--- src/sv/rx_frame_deframer_crc16_assert.svh ---
// ----------------------------------------------------------------------------
// rx_frame_deframer_crc16 assertion macros
// Shared property templates; each expects clk_i and rst_ni in scope.
// ----------------------------------------------------------------------------
`ifndef RX_FRAME_DEFRAMER_CRC16_ASSERT_SVH
`define RX_FRAME_DEFRAMER_CRC16_ASSERT_SVH

// Same-cycle implication.
`define RFD_ASSERT_HOLDS(lbl, ante, cons, msg) \
  lbl: assert property (@(posedge clk_i) disable iff (!rst_ni) (ante) |-> (cons)) \
    else $error(msg);

// Next-cycle implication.
`define RFD_ASSERT_NEXT(lbl, ante, cons, msg) \
  lbl: assert property (@(posedge clk_i) disable iff (!rst_ni) (ante) |=> (cons)) \
    else $error(msg);

`endif

--- src/sv/rfd_pkg.sv ---
// ----------------------------------------------------------------------------
// rfd_pkg
// Types, constants and the CRC-16/XMODEM byte step of the deframer.
// ----------------------------------------------------------------------------
`default_nettype none

package rfd_pkg;

  localparam int unsigned WINDOW_DEPTH_DEF = 128;

  localparam logic [15:0] CRC_POLY     = 16'h1021;
  localparam logic [15:0] CRC_TOPBIT   = 16'h8000;
  localparam logic [15:0] CRC_INIT     = 16'h0000;
  localparam int unsigned LEN_HARD_MAX = 128;
  localparam logic [7:0]  LEN_MIN      = 8'd10;

  // Byte positions inside a frame
  localparam logic [7:0] POS_HDR     = 8'd0;
  localparam logic [7:0] POS_TYPE    = 8'd3;
  localparam logic [7:0] POS_SEQ1    = 8'd4;
  localparam logic [7:0] POS_SEQ2    = 8'd5;
  localparam logic [7:0] POS_LEN     = 8'd7;
  localparam logic [7:0] POS_CRC_HI  = 8'd8;
  localparam logic [7:0] POS_CRC_LO  = 8'd9;
  localparam logic [7:0] POS_PAYLOAD = 8'd10;

  localparam int unsigned CHUNK_BYTES = 8;

  // Register indexes on the APB port
  localparam logic REG_HEADER = 1'b0;
  localparam logic REG_MAXLEN = 1'b1;

  typedef enum logic [1:0] {
    EV_HDR    = 2'd0,
    EV_CHUNK  = 2'd1,
    EV_REJECT = 2'd2,
    EV_BADLEN = 2'd3
  } event_e;

  typedef enum logic [2:0] {
    ST_IDLE,
    ST_LEN_RD,
    ST_LEN_LD,
    ST_LEN_EVAL,
    ST_CRC,
    ST_DECIDE,
    ST_CHUNK,
    ST_EMIT
  } state_e;

  function automatic logic [15:0] crc16_byte(input logic [15:0] crc_in,
                                             input logic [7:0]  data);
    logic [15:0] c;
    c = crc_in ^ {data, 8'h00};
    for (int k = 0; k < 8; k++) begin
      if ((c & CRC_TOPBIT) != 16'h0000) begin
        c = {c[14:0], 1'b0} ^ CRC_POLY;
      end else begin
        c = {c[14:0], 1'b0};
      end
    end
    return c;
  endfunction

endpackage

`default_nettype wire

--- src/sv/rfd_ram.sv ---
// ----------------------------------------------------------------------------
// rfd_ram
// Generic single-write, single-read RAM with registered read.
// ----------------------------------------------------------------------------
`default_nettype none

module rfd_ram #(
  parameter int unsigned WIDTH = 8,
  parameter int unsigned DEPTH = 128,
  localparam int unsigned AW   = $clog2(DEPTH)
) (
  input  wire logic             clk_i,
  input  wire logic             we_i,
  input  wire logic [AW-1:0]    waddr_i,
  input  wire logic [WIDTH-1:0] wdata_i,
  input  wire logic             re_i,
  input  wire logic [AW-1:0]    raddr_i,
  output logic      [WIDTH-1:0] rdata_o
);

  logic [WIDTH-1:0] mem_q [DEPTH];

  always_ff @(posedge clk_i) begin
    if (we_i) begin
      mem_q[waddr_i] <= wdata_i;
    end
    if (re_i) begin
      rdata_o <= mem_q[raddr_i];
    end
  end

endmodule

`default_nettype wire

--- src/sv/rx_frame_deframer_crc16.sv ---
// ----------------------------------------------------------------------------
// rx_frame_deframer_crc16
// Serial-line receive deframer with CRC-16/XMODEM check and payload chunking.
// ----------------------------------------------------------------------------
// Usage:
//   rx channel: one received byte per word (rx_byte_i, rx_valid_i/rx_ready_o).
//   out channel: result words (event, frame fields, CRC, 8-byte payload chunk,
//   last flag) on out_valid_o/out_ready_i; last marks the final result word
//   caused by one received byte.
//   APB port: register 0 header_byte at 0x0, register 1 max_frame_len at 0x4.
// Processing:
//   A byte that decides nothing leaves the sequencer idle; once eight bytes
//   are held, the length byte is read from the window RAM first. A decided
//   frame is read back byte by byte for the CRC pass and its verdict word,
//   then again for each payload chunk. The byte-serial CRC pass and the single
//   read port of the window RAM set the processing time; out stalls add to it.
// Reset:
//   Window empty, registers at their defaults. The window RAM is not cleared;
//   only written entries are ever read.
// Stall:
//   A pending result word holds in the output register; the sequencer waits
//   for it to drain before loading the next one. rx_ready_o is high only while
//   the sequencer is idle, which may be while a result word still waits.
// ----------------------------------------------------------------------------
`default_nettype none
`include "rx_frame_deframer_crc16_assert.svh"

module rx_frame_deframer_crc16
  import rfd_pkg::*;
#(
  parameter int unsigned WINDOW_DEPTH = WINDOW_DEPTH_DEF
) (
  input  wire logic        clk_i,
  input  wire logic        rst_ni,
  // received byte stream
  input  wire logic [7:0]  rx_byte_i,
  input  wire logic        rx_valid_i,
  output logic             rx_ready_o,
  // result words
  output logic [1:0]       event_res_o,
  output logic [7:0]       frame_type_o,
  output logic [7:0]       seq_first_o,
  output logic [7:0]       seq_second_o,
  output logic [7:0]       frame_len_o,
  output logic [15:0]      crc_calc_o,
  output logic [63:0]      chunk_data_o,
  output logic [3:0]       chunk_bytes_o,
  output logic             last_o,
  output logic             out_valid_o,
  input  wire logic        out_ready_i,
  // configuration
  input  wire logic        psel,
  input  wire logic        penable,
  input  wire logic        pwrite,
  input  wire logic [2:0]  paddr,
  input  wire logic [31:0] pwdata,
  output logic [31:0]      prdata,
  output logic             pready
);

  localparam int unsigned AW  = $clog2(WINDOW_DEPTH);
  localparam int unsigned CW  = $clog2(WINDOW_DEPTH + 1);
  localparam int unsigned LIM = (WINDOW_DEPTH < LEN_HARD_MAX) ? WINDOW_DEPTH : LEN_HARD_MAX;
  localparam logic [AW:0] DEPTH_W = (AW+1)'(WINDOW_DEPTH);
  localparam logic [7:0]  LIM_W   = 8'(LIM);

  // Map a logical sum onto a ring slot; the sum stays below twice the depth.
  function automatic logic [AW-1:0] wrap_idx(input logic [AW:0] s);
    logic [AW:0] r;
    r = (s >= DEPTH_W) ? (s - DEPTH_W) : s;
    return r[AW-1:0];
  endfunction

  // --------------------------------------------------------------------------
  // Configuration registers
  // --------------------------------------------------------------------------
  logic [7:0] hdr_q, maxlen_q;
  logic       cfg_we;

  assign pready = 1'b1;
  assign cfg_we = psel && penable && pwrite && pready;

  always_ff @(posedge clk_i or negedge rst_ni) begin
    if (!rst_ni) begin
      hdr_q    <= 8'hA5;
      maxlen_q <= 8'(LEN_HARD_MAX);
    end else if (cfg_we) begin
      unique case (paddr[2])
        REG_HEADER: hdr_q    <= pwdata[7:0];
        REG_MAXLEN: maxlen_q <= pwdata[7:0];
        default:    hdr_q    <= hdr_q;
      endcase
    end
  end

  always_comb begin
    unique case (paddr[2])
      REG_HEADER: prdata = {24'h0, hdr_q};
      REG_MAXLEN: prdata = {24'h0, maxlen_q};
      default:    prdata = '0;
    endcase
  end

  // --------------------------------------------------------------------------
  // Sequencer state and datapath registers
  // --------------------------------------------------------------------------
  state_e         state_q, state_d;
  logic [CW-1:0]  count_q, count_d;
  logic [AW-1:0]  start_q, start_d;
  logic [7:0]     len_q, len_d;
  logic [15:0]    crc_q, crc_d;
  logic [7:0]     b0_q, b0_d, ty_q, ty_d, s1_q, s1_d, s2_q, s2_d;
  logic [15:0]    ref_q, ref_d;
  logic [7:0]     iss_q, iss_d;
  logic           pend_q, pend_d;
  logic [7:0]     pidx_q, pidx_d;
  logic [3:0]     cb_q, cb_d, cf_q, cf_d;
  logic [63:0]    chunk_q, chunk_d;

  // output register
  logic           out_valid_q;
  event_e         ev_q, ev_d;
  logic [7:0]     oty_q, oty_d, os1_q, os1_d, os2_q, os2_d, olen_q, olen_d;
  logic [15:0]    ocrc_q, ocrc_d;
  logic [63:0]    odata_q, odata_d;
  logic [3:0]     onb_q, onb_d;
  logic           olast_q, olast_d;
  logic           emit;

  // window RAM port
  logic           ram_we, ram_re;
  logic [AW-1:0]  ram_waddr, ram_raddr;
  logic [7:0]     ram_rdata;

  rfd_ram #(
    .WIDTH (8),
    .DEPTH (WINDOW_DEPTH)
  ) u_window (
    .clk_i   (clk_i),
    .we_i    (ram_we),
    .waddr_i (ram_waddr),
    .wdata_i (rx_byte_i),
    .re_i    (ram_re),
    .raddr_i (ram_raddr),
    .rdata_o (ram_rdata)
  );

  // --------------------------------------------------------------------------
  // Shared decisions
  // --------------------------------------------------------------------------
  logic           rx_acc, win_full, noise;
  logic [CW-1:0]  base_count, new_count;
  logic [AW-1:0]  base_start;
  logic [7:0]     emax;
  logic           bad_len, frame_ready, crc_done, frame_ok;
  logic           out_free, crc_issue, chunk_issue, chunk_last;

  assign rx_ready_o  = (state_q == ST_IDLE);
  assign rx_acc      = rx_valid_i && rx_ready_o;
  // a full window is dropped before the new byte lands
  assign win_full    = (count_q >= CW'(WINDOW_DEPTH));
  assign base_count  = win_full ? '0 : count_q;
  assign base_start  = win_full ? '0 : start_q;
  assign new_count   = base_count + CW'(1);
  assign noise       = (base_count == '0) && (rx_byte_i != hdr_q);

  assign emax        = (maxlen_q > LIM_W) ? LIM_W : maxlen_q;
  assign bad_len     = (len_q < LEN_MIN) || (len_q > emax);
  assign frame_ready = (9'(count_q) >= 9'(len_q));

  assign out_free    = !out_valid_q || out_ready_i;
  assign crc_issue   = (state_q == ST_CRC) && (iss_q < len_q);
  assign crc_done    = (state_q == ST_CRC) && pend_q && (pidx_q == len_q - 8'd1);
  assign frame_ok    = (b0_q == hdr_q) && (crc_q == ref_q);
  assign chunk_issue = (state_q == ST_CHUNK) && (cb_q < 4'(CHUNK_BYTES)) && (iss_q < len_q);
  assign chunk_last  = (iss_q == len_q);

  // --------------------------------------------------------------------------
  // Next state
  // --------------------------------------------------------------------------
  always_comb begin
    state_d = state_q;
    unique case (state_q)
      ST_IDLE: begin
        if (rx_acc && !noise && (new_count >= CW'(8))) begin
          state_d = ST_LEN_RD;
        end
      end
      ST_LEN_RD:   state_d = ST_LEN_LD;
      ST_LEN_LD:   state_d = ST_LEN_EVAL;
      ST_LEN_EVAL: begin
        priority if (bad_len) begin
          if (out_free) begin
            state_d = ST_IDLE;
          end
        end else if (frame_ready) begin
          state_d = ST_CRC;
        end else begin
          state_d = ST_IDLE;
        end
      end
      ST_CRC: begin
        if (crc_done) begin
          state_d = ST_DECIDE;
        end
      end
      ST_DECIDE: begin
        if (out_free) begin
          if (frame_ok && (len_q != LEN_MIN)) begin
            state_d = ST_CHUNK;
          end else begin
            state_d = ST_IDLE;
          end
        end
      end
      ST_CHUNK: begin
        if (!chunk_issue && !pend_q) begin
          state_d = ST_EMIT;
        end
      end
      ST_EMIT: begin
        if (out_free) begin
          state_d = chunk_last ? ST_IDLE : ST_CHUNK;
        end
      end
      default: state_d = ST_IDLE;
    endcase
  end

  // --------------------------------------------------------------------------
  // Datapath and result words
  // --------------------------------------------------------------------------
  always_comb begin
    count_d  = count_q;
    start_d  = start_q;
    len_d    = len_q;
    crc_d    = crc_q;
    b0_d     = b0_q;
    ty_d     = ty_q;
    s1_d     = s1_q;
    s2_d     = s2_q;
    ref_d    = ref_q;
    iss_d    = iss_q;
    pend_d   = 1'b0;
    pidx_d   = iss_q;
    cb_d     = cb_q;
    cf_d     = cf_q;
    chunk_d  = chunk_q;

    ram_we    = 1'b0;
    ram_waddr = wrap_idx((AW+1)'(base_start) + (AW+1)'(base_count));
    ram_re    = 1'b0;
    ram_raddr = wrap_idx((AW+1)'(start_q) + (AW+1)'(iss_q));

    emit    = 1'b0;
    ev_d    = EV_HDR;
    oty_d   = '0;
    os1_d   = '0;
    os2_d   = '0;
    olen_d  = len_q;
    ocrc_d  = '0;
    odata_d = '0;
    onb_d   = '0;
    olast_d = 1'b1;

    unique case (state_q)
      ST_IDLE: begin
        if (rx_acc) begin
          count_d = base_count;
          start_d = base_start;
          if (!noise) begin
            ram_we  = 1'b1;
            count_d = new_count;
          end
        end
      end
      ST_LEN_RD: begin
        ram_re    = 1'b1;
        ram_raddr = wrap_idx((AW+1)'(start_q) + (AW+1)'(POS_LEN));
      end
      ST_LEN_LD: begin
        len_d = ram_rdata;
      end
      ST_LEN_EVAL: begin
        iss_d = '0;
        crc_d = CRC_INIT;
        if (bad_len && out_free) begin
          // bad length: clear the window
          emit    = 1'b1;
          ev_d    = EV_BADLEN;
          count_d = '0;
          start_d = '0;
        end
      end
      ST_CRC: begin
        if (crc_issue) begin
          ram_re = 1'b1;
          iss_d  = iss_q + 8'd1;
          pend_d = 1'b1;
        end
        if (pend_q) begin
          unique case (pidx_q)
            POS_CRC_HI: ref_d[15:8] = ram_rdata;
            POS_CRC_LO: ref_d[7:0]  = ram_rdata;
            default:    crc_d       = crc16_byte(crc_q, ram_rdata);
          endcase
          if (pidx_q == POS_HDR)  b0_d = ram_rdata;
          if (pidx_q == POS_TYPE) ty_d = ram_rdata;
          if (pidx_q == POS_SEQ1) s1_d = ram_rdata;
          if (pidx_q == POS_SEQ2) s2_d = ram_rdata;
        end
      end
      ST_DECIDE: begin
        iss_d   = POS_PAYLOAD;
        cb_d    = '0;
        cf_d    = '0;
        chunk_d = '0;
        if (out_free) begin
          emit   = 1'b1;
          ocrc_d = crc_q;
          if (!frame_ok) begin
            // drop the oldest byte and wait for more
            ev_d    = EV_REJECT;
            start_d = (start_q == AW'(WINDOW_DEPTH - 1)) ? '0 : start_q + AW'(1);
            count_d = count_q - CW'(1);
          end else begin
            ev_d    = EV_HDR;
            oty_d   = ty_q;
            os1_d   = s1_q;
            os2_d   = s2_q;
            olast_d = (len_q == LEN_MIN);
            if (len_q == LEN_MIN) begin
              count_d = '0;
              start_d = '0;
            end
          end
        end
      end
      ST_CHUNK: begin
        if (chunk_issue) begin
          ram_re = 1'b1;
          iss_d  = iss_q + 8'd1;
          cb_d   = cb_q + 4'd1;
          pend_d = 1'b1;
        end
        if (pend_q) begin
          // fill lanes from the top
          for (int j = 0; j < CHUNK_BYTES; j++) begin
            if (cf_q == 4'(j)) begin
              chunk_d[8*(CHUNK_BYTES-1-j) +: 8] = ram_rdata;
            end
          end
          cf_d = cf_q + 4'd1;
        end
      end
      ST_EMIT: begin
        if (out_free) begin
          emit    = 1'b1;
          ev_d    = EV_CHUNK;
          oty_d   = ty_q;
          os1_d   = s1_q;
          os2_d   = s2_q;
          ocrc_d  = crc_q;
          odata_d = chunk_q;
          onb_d   = cf_q;
          olast_d = chunk_last;
          cb_d    = '0;
          cf_d    = '0;
          chunk_d = '0;
          if (chunk_last) begin
            count_d = '0;
            start_d = '0;
          end
        end
      end
      default: begin
        count_d = '0;
        start_d = '0;
      end
    endcase
  end

  // --------------------------------------------------------------------------
  // Registers
  // --------------------------------------------------------------------------
  always_ff @(posedge clk_i or negedge rst_ni) begin
    if (!rst_ni) begin
      state_q     <= ST_IDLE;
      count_q     <= '0;
      start_q     <= '0;
      pend_q      <= 1'b0;
      out_valid_q <= 1'b0;
    end else begin
      state_q <= state_d;
      count_q <= count_d;
      start_q <= start_d;
      pend_q  <= pend_d;
      if (emit) begin
        out_valid_q <= 1'b1;
      end else if (out_ready_i) begin
        out_valid_q <= 1'b0;
      end
    end
  end

  always_ff @(posedge clk_i) begin
    len_q   <= len_d;
    crc_q   <= crc_d;
    b0_q    <= b0_d;
    ty_q    <= ty_d;
    s1_q    <= s1_d;
    s2_q    <= s2_d;
    ref_q   <= ref_d;
    iss_q   <= iss_d;
    pidx_q  <= pidx_d;
    cb_q    <= cb_d;
    cf_q    <= cf_d;
    chunk_q <= chunk_d;
    if (emit) begin
      ev_q    <= ev_d;
      oty_q   <= oty_d;
      os1_q   <= os1_d;
      os2_q   <= os2_d;
      olen_q  <= olen_d;
      ocrc_q  <= ocrc_d;
      odata_q <= odata_d;
      onb_q   <= onb_d;
      olast_q <= olast_d;
    end
  end

  assign out_valid_o   = out_valid_q;
  assign event_res_o   = ev_q;
  assign frame_type_o  = oty_q;
  assign seq_first_o   = os1_q;
  assign seq_second_o  = os2_q;
  assign frame_len_o   = olen_q;
  assign crc_calc_o    = ocrc_q;
  assign chunk_data_o  = odata_q;
  assign chunk_bytes_o = onb_q;
  assign last_o        = olast_q;

  // --------------------------------------------------------------------------
  // Assertions
  // --------------------------------------------------------------------------
  `RFD_ASSERT_HOLDS(a_count_bound, 1'b1, count_q <= CW'(WINDOW_DEPTH), "window count above depth")
  `RFD_ASSERT_HOLDS(a_chunk_size, out_valid_q && ev_q == EV_CHUNK, onb_q != 4'd0 && onb_q <= 4'(CHUNK_BYTES), "payload chunk size out of range")
  `RFD_ASSERT_HOLDS(a_no_chunk_data, out_valid_q && ev_q != EV_CHUNK, onb_q == 4'd0 && odata_q == 64'h0, "non-chunk word carries payload")
  `RFD_ASSERT_HOLDS(a_pend_src, pend_q, $past(state_q) == ST_CRC || $past(state_q) == ST_CHUNK, "read pending outside a sweep")
  `RFD_ASSERT_NEXT(a_frame_clears, state_q == ST_EMIT && out_free && chunk_last, count_q == '0 && state_q == ST_IDLE, "accepted frame left window data")

endmodule

`default_nettype wire

--- config.mk ---
export PLATFORM = sky130hd
export DESIGN_NAME = rx_frame_deframer_crc16
export DESIGN_NICKNAME = d
export VERILOG_FILES = /design/src/sv/rfd_pkg.sv /design/src/sv/rfd_ram.sv /design/src/sv/rx_frame_deframer_crc16.sv
export VERILOG_INCLUDE_DIRS = /design/src /design/src/sv
export SDC_FILE = /design/constraint.sdc
export NUM_CORES = 1
export LEC_CHECK = 0
export ABC_CLOCK_PERIOD_IN_PS = 8100
export BUFFER_PORTS_ARGS = -buffer_cell sky130_fd_sc_hd__buf_4
export CAP_MARGIN = 5
export CORE_ASPECT_RATIO = 1.25
export CORE_MARGIN = 8
export CORE_UTILIZATION = 50
export CTS_CLUSTER_SIZE = 8
export DETAILED_ROUTE_END_ITERATION = 8
export GPL_ROUTABILITY_DRIVEN = 0
export HOLD_SLACK_MARGIN = 0.06
export PLACE_DENSITY_LB_ADDON = 0.15
export SETUP_SLACK_MARGIN = 0.1
export SYNTH_ARGS = -nofsm -noshare
export SYNTH_HDL_FRONTEND = slang
export SYNTH_SLANG_ARGS = --single-unit
--- constraint.sdc ---
create_clock -name clk_i -period 8.1 [get_ports clk_i]
set_input_delay 1.62 -clock clk_i [delete_from_list [all_inputs] [get_ports clk_i]]
set_output_delay 1.62 -clock clk_i [all_outputs]
set_load 0.01 [all_outputs]
==> summary.md, run 1 <==
| Metric | Value |
|---|---|
| Clock Latency Late Sink | `0.77 ns` |
| Port Buf Inserts | `152` |
| DIE HEIGHT | `384 microns` |
| Max H-tree Level | `4` |
| RSZ-0062 raised after global routing | `false` |
| Core Util, Final | `a little under three fifths` |
| Die W | `310 microns` |
| Synth cell types | `between 70 and 80` |
| Clk_skew | `0.0243 ns` |
| # resized after CTS | `0` |
| Setup TNS Final | `0 ns` |
| Number of setup buffers added after CTS | `0` |
| Async set or reset register ratio after synthesis | `2.67%` |
| Yosys reg bits | `approximately 1300` |
| Synthesized area | `54100 sq um` |
| Kind of cell adding the most delay to the critical path | `adder cells` |
| Max Cap Viol | `0` |
| Placed inst area | `56900 sq um` |
| Clk sinks | `1347` |
| Final Hold Fails | `0` |
| Tcrit/Tclk final | `73.3%` |
| Diode count | `0` |
| IR Drop Worst-Case VDD | `0.196 mV` |
| Slew Limit Fails | `0` |
| Most frequent cells in the layout | `edfxtp_1 (1303), mux4_2 (293), nor2_1 (205), buf_4 (189), clkbuf_16 (188)` |
| Vias in the first global route | `between 20000 and 30000` |
| Initial DRC count | `2428` |
| Grt total ovfl | `0` |
| Crit path capture type | `register` |
| CP startpoint kind | `register` |
| Number of routed nets with antenna violations | `0` |
| Hold-fix buffers, CTS | `0` |
| Clk slew on worst S/H paths | `0.05 ns` |
| Synth warnings | `0` |
| Pwr Density | `238 nW/um^2` |
| Arrival @ worst endpoint | `6.43 ns` |
| Share of cells above drive strength 1 | `around a quarter` |
| Outcome | `finished, final reports clean` |
| TritonCTS Buffers | `186` |
| CTS tree | `yes` |
| Core box area | `108000 sq um` |
| Cell area after layout | `62000 sq um` |
| Tmin final | `about 5.9 ns` |
| I/O pins | `204` |
| Top_reg_cell synth | `edfxtp_1` |
| Rows | `135` |
| Setup CP Type | `reg -> reg` |
| DR DRC count | `0` |
| Sequential fraction of the synthesis area | `between 70 and 80%` |
| First-pass GRT wire length | `182 mm` |
| Measured slew at the worst slew-check pin | `1.15 ns` |
| WL/cell | `~27 microns` |
| Clock Tree Buf Depth | `3` |
| Post-synth EDFFs | `around 1300` |
| # setup viols final | `0` |
| Drt via density | `5.90` |
| Cell count after synthesis | `2841` |
| Routed WL | `roughly 120 mm` |
| CP max FO | `39` |
| Effective utilization at floorplan | `50.1%` |
| WP buf/inv | `2` |
| Mean post-synth cell area | `19.0 sq um` |
| All-Layer GR Usage | `20.6%` |
| DP HPWL | `77.0 mm` |
| DR pass1 iterations | `6` |
| Die area | `119000 sq um` |
| Leakage | `0.0210 uW` |
| FMAX | `0.168 GHz` |
| Crit-path slowest cell | `fa_4` |
| Top cell by count, worst path | `mux4_2` |
| Largest net degree at the start of global routing | `93` |
| Critical path, cell by cell | `nor3b_1 -> or2_2 -> ha_4 -> inv_1 -> fa_4 -> buf_4 -> mux4_2 -> mux4_2 -> mux2i_1 -> o32ai_1 -> a211o_1` |
| Headroom to the max-slew limit | `a little under a quarter` |
| Worst min-delay path class | `reg -> reg` |
| Synth-to-layout area growth | `14.5%` |
| Clock root buffer | `clkbuf_16` |
| Filler cells | `7941` |
| Required time of the critical path | `8.60 ns` |
| Most common cell after layout, fill and taps aside | `edfxtp_1` |
| # nets final | `3194` |
| Max incr delay on CP | `roughly 1.3 ns` |
| Via count | `27097` |
| Initial antenna violation count | `0` |
-- metal layers --
metal / vias up / routed length [microns] / GRT usage (%)
met5: - / 0 / 0
met4: 0 / 4160 / 7.74
met3: 240 / 7650 / 3.74
met2: 1025 / 62900 / 35.1
met1: 14046 / 48200 / 26.3
li1: 11786 / - / -
-- synth_stat cells (all sizes together), types with 6 or more instances --
master,number,share of area [%]
edfxtp,1303,72
mux4,294,12
nor2,207,1.4
nand2,138,0.96
and3,94,1.1
clkbuf,81,0.56
buf,75,0.90
xnor2,62,1.0
and2,48,0.55
ha,48,1.1
a21oi,43,0.42
nand3,42,0.39
xor2,36,0.58
inv,32,0.22
dfrtp,31,1.4
mux2,31,0.65
mux2i,30,0.55
nor2b,24,0.28
o21ai,24,0.22
o22ai,16,0.18
nand2b,15,0.18
nand4,15,0.17
nor3,15,0.14
a21o,13,0.18
dfxtp,8,0.30
o32ai,8,0.13
a22o,7,0.11
o221ai,7,0.11
or2,7,0.081
nor4,6,0.069
-- path summary, 6_finish.rpt --
path	from	to	slack, ns	depth (start not counted)
min in group asynchronous	rst_ni	out_valid_o$_DFFE_PN0P_	0.83	1
worst max-delay path	state_q[0]$_DFFE_PN0P_	u_window.rdata_o[4]$_DFFE_PP_	2.16	11
worst min register to register	s2_q[0]$_DFFE_PP_	seq_second_o[0]$_DFFE_PP_	0.52	1
max in group asynchronous	rst_ni	hdr_q[0]$_DFFE_PN1P_	6.85	1
worst min-delay path	s2_q[0]$_DFFE_PP_	seq_second_o[0]$_DFFE_PP_	0.52	1
worst max register to register	state_q[0]$_DFFE_PN0P_	u_window.rdata_o[4]$_DFFE_PP_	2.16	11
-- registers in the layout, summed over array words and instances, names as in the netlist, 16 cells and up --
name            cells
u_window.mem_q   1024
chunk_data_o       64
ref_q              16
crc_calc_o         16
crc_q              16
chunk_q            64
-- where the power goes --
part / total, uW / leakage [uW] / internal, uW / switching, uW
logic: 217 / 0.00636 / 65.7 / 151
clock network: 6830 / 0.00243 / 4140 / 2690
registers: 7680 / 0.0122 / 7650 / 26.1
-- per-stage QoR --
| step | setup slack [ns] | cells | hold slack, ns | total power [uW] |
|---|---|---|---|---|
| floorplan | 0.572 | 2864 | 0.394 | 7880 |
| global placement | 2.18 | 4344 | 0.489 | 8020 |
| detailed placement | 1.99 | 4344 | 0.488 | 8030 |
| CTS | 2.22 | 4596 | 0.519 | 14900 |
| global route | 2.06 | 4596 | 0.520 | 15100 |
| finish | 2.16 | 4596 | 0.516 | 14700 |
-- cells by family after synthesis --
logic type / count (synthesis) / synth area share [%]
AOI/OAI and AO/OA: 170 / 2.17
xor gates and xnor gates: 98 / 1.60
adders and majority gates: 50 / 1.18
buffers and inverters: 188 / 1.68
DFF: 1347 / 74.3
muxes: 355 / 13.4
other: 2 / 0.0139
and+or+nand+nor: 631 / 5.63
-- layout make-up --
| class | instances | area (sq um) | share of cell area [%] |
|---|---|---|---|
| sequential | 1347 | 40200 | 64.9 |
| multi-input combinational | 1329 | 13200 | 21.3 |
| clock buffer | 243 | 4910 | 7.93 |
| tap | 1438 | 1800 | 2.90 |
| timing repair buffer | 198 | 1600 | 2.58 |
| inverter | 32 | 120 | 0.194 |
| clock inverter | 9 | 108 | 0.174 |
Note: power is estimated with default switching activity, not from simulation.
==> run 2, diff against run 1 <==
Settings changed: ABC_CLOCK_PERIOD_IN_PS 8100 to 5200.
Clock period 8.1 ns to 5.2 ns, I/O delays scaled along.
==> run 2 against run 1 <==
Net effect:
- die area stayed put
- largest cell class unchanged
- fmax grew 28%
- flip-flop and latch count unchanged
- count of clock-buffer cells in the layout is 1 higher
- first-iteration DRC count fell by 3.7%
- critical endpoint is now u_window.rdata_o[5]$_DFFE_PP_
- via count grew 1.2%
- final cell count grew 1.3%
- highest routed layer is now met5
==> summary.md, run 2 (same netlist as run 1, synthesis figures left out) <==
| Metric | Value |
|---|---|
| Clock Tree Buf Depth | `3` |
| Most frequent cells in the layout | `edfxtp_1 (1303), mux4_2 (293), buf_4 (237), nor2_1 (205), clkbuf_16 (191)` |
| Worst min-delay path class | `in -> async` |
| Most flops, register | `u_window.mem_q` |
| I/O pins | `204` |
| First-pass GRT wire length | `186 mm` |
| Headroom to the max-slew limit | `21.2%` |
| Reg area | `40200 sq um` |
| CTS tree | `yes` |
| DR pass1 iterations | `5` |
| Number of setup buffers added after CTS | `0` |
| Pwr Density | `370 nW/um^2` |
| Worst reg-to-reg setup slack | `0.56 ns` |
| Die area | `119000 sq um` |
| Drt via density | `about 5.9` |
| Max H-tree Level | `4` |
| # setup viols final | `0` |
| DP HPWL | `79.8 mm` |
| # nets final | `3251` |
| Share of cells above drive strength 1 | `25.1%` |
| Clk slew on worst S/H paths | `~0.050 ns` |
| Filler cells | `7916` |
| Port Buf Inserts | `between 150 and 200` |
| Tcrit/Tclk final | `89.2%` |
| Crit path capture type | `register` |
| Setup CP Type | `reg -> reg` |
| Measured slew at the worst slew-check pin | `approximately 1.2 ns` |
| Most common cell after layout, fill and taps aside | `edfxtp_1` |
| Total power | `between 20000 and 25000 uW` |
| DIE HEIGHT | `384 microns` |
| Clk_skew | `0.0282 ns` |
| Outcome | `finished, final reports clean` |
| Synth-to-layout area growth | `15.7%` |
| Clock Latency Late Sink | `0.79 ns` |
| Routed WL | `126 mm` |
| Leakage | `roughly 0.021 uW` |
| Effective utilization at floorplan | `50.1%` |
| CP max FO | `44` |
| Multi-input gate area | `13200 sq um` |
| Initial antenna violation count | `6` |
| Core box area | `108000 sq um` |
| Via count | `27414` |
| # resized after CTS | `0` |
| Die W | `310 microns` |
| Vias in the first global route | `between 20000 and 30000` |
| IR Drop Worst-Case VDD | `0.334 mV` |
| Final Hold Fails | `0` |
| Required time of the critical path | `5.71 ns` |
| Number of routed nets with antenna violations | `0` |
| R2R cell count | `12` |
| Worst R2R Start | `state_q[1]$_DFFE_PN0P_` |
| Rows | `between 100 and 150` |
| Initial DRC count | `2339` |
| Grt total ovfl | `0` |
| Clock root buffer | `clkbuf_16` |
| TritonCTS Buffers | `186` |
| Hold-fix buffers, CTS | `0` |
| FMAX | `around 0.22 GHz` |
| Max reg flops | `1024` |
| DR DRC count | `0` |
| RSZ-0062 raised after global routing | `false` |
| Clk sinks | `about 1300` |
| Capturing point of the worst reg2reg path | `u_window.rdata_o[5]$_DFFE_PP_` |
| Crit path launch | `state_q[1]$_DFFE_PN0P_` |
| Setup TNS Final | `0 ns` |
| WL/cell | `about 27 microns` |
| Largest net degree at the start of global routing | `102` |
| CP startpoint kind | `register` |
| Tmin final | `4.64 ns` |
| All-Layer GR Usage | `21.2%` |
| Max Cap Viol | `0` |
| Crit path to | `u_window.rdata_o[5]$_DFFE_PP_` |
| Arrival @ worst endpoint | `5.15 ns` |
| Slew Limit Fails | `0` |
run 2: through the flow:
stage / setup WS (ns) / instance area (sq um) / hold WS (ns) / utilization (%) / std cells
after global placement: 0.537 / 57400 / 0.438 / 53.2 / 4401
after global routing: 0.365 / 62600 / 0.238 / 58.0 / 4656
after floorplan: 1.02 / 54200 / 0.394 / - / 2864
final: 0.561 / 62600 / 0.233 / 58.0 / 4657
after detailed placement: 0.576 / 57400 / 0.434 / 53.2 / 4401
after CTS: 0.545 / 62600 / 0.196 / 58.0 / 4656
run 2: area by class of cell:
type / count / area share, %
flip-flops and latches: 1347 / 64.2
multi-input cells: 1329 / 21.1
clock buffers: 244 / 7.95
repair buffers: 255 / 3.42
well taps: 1438 / 2.87
clock inverters: 11 / 0.278
inverters: 32 / 0.192
diodes: 1 / 0.00400
run 2: how the worst min path moves through the flow:
stage,startpoint,endpoint
after global routing,rst_ni,out_valid_o$_DFFE_PN0P_
after floorplan,iss_q[7]$_DFFE_PP_,pidx_q[7]$_DFF_P_
after detailed placement,iss_q[7]$_DFFE_PP_,pidx_q[7]$_DFF_P_
final,rst_ni,out_valid_o$_DFFE_PN0P_
after CTS,rst_ni,out_valid_o$_DFFE_PN0P_
after global placement,iss_q[7]$_DFFE_PP_,pidx_q[7]$_DFF_P_
run 2: worst max-delay path: stages, from the launching register on:
cell	delay (ns)
dfrtp_1	0.37
nor3b_1	0.20
buf_4	0.19
or2_2	0.15
ha_4	0.13
inv_1	0.05
fa_4	1.09
buf_12	0.33
mux4_2	0.36
mux4_2	0.49
mux2i_1	0.37
o32ai_1	0.22
a211o_1	0.37
run 2: per-layer routing:
layer	wire length, microns	track usage [%]
met1	48800	27.0
met2	64700	35.9
met3	8250	4.21
met4	4240	8.27
met5	12	0
run 2: where the power goes:
group          internal [uW]  leakage [uW]  switching, uW
logic                    105       0.00669            234
clock network           6570       0.00250           4280
registers              11900        0.0122           42.9
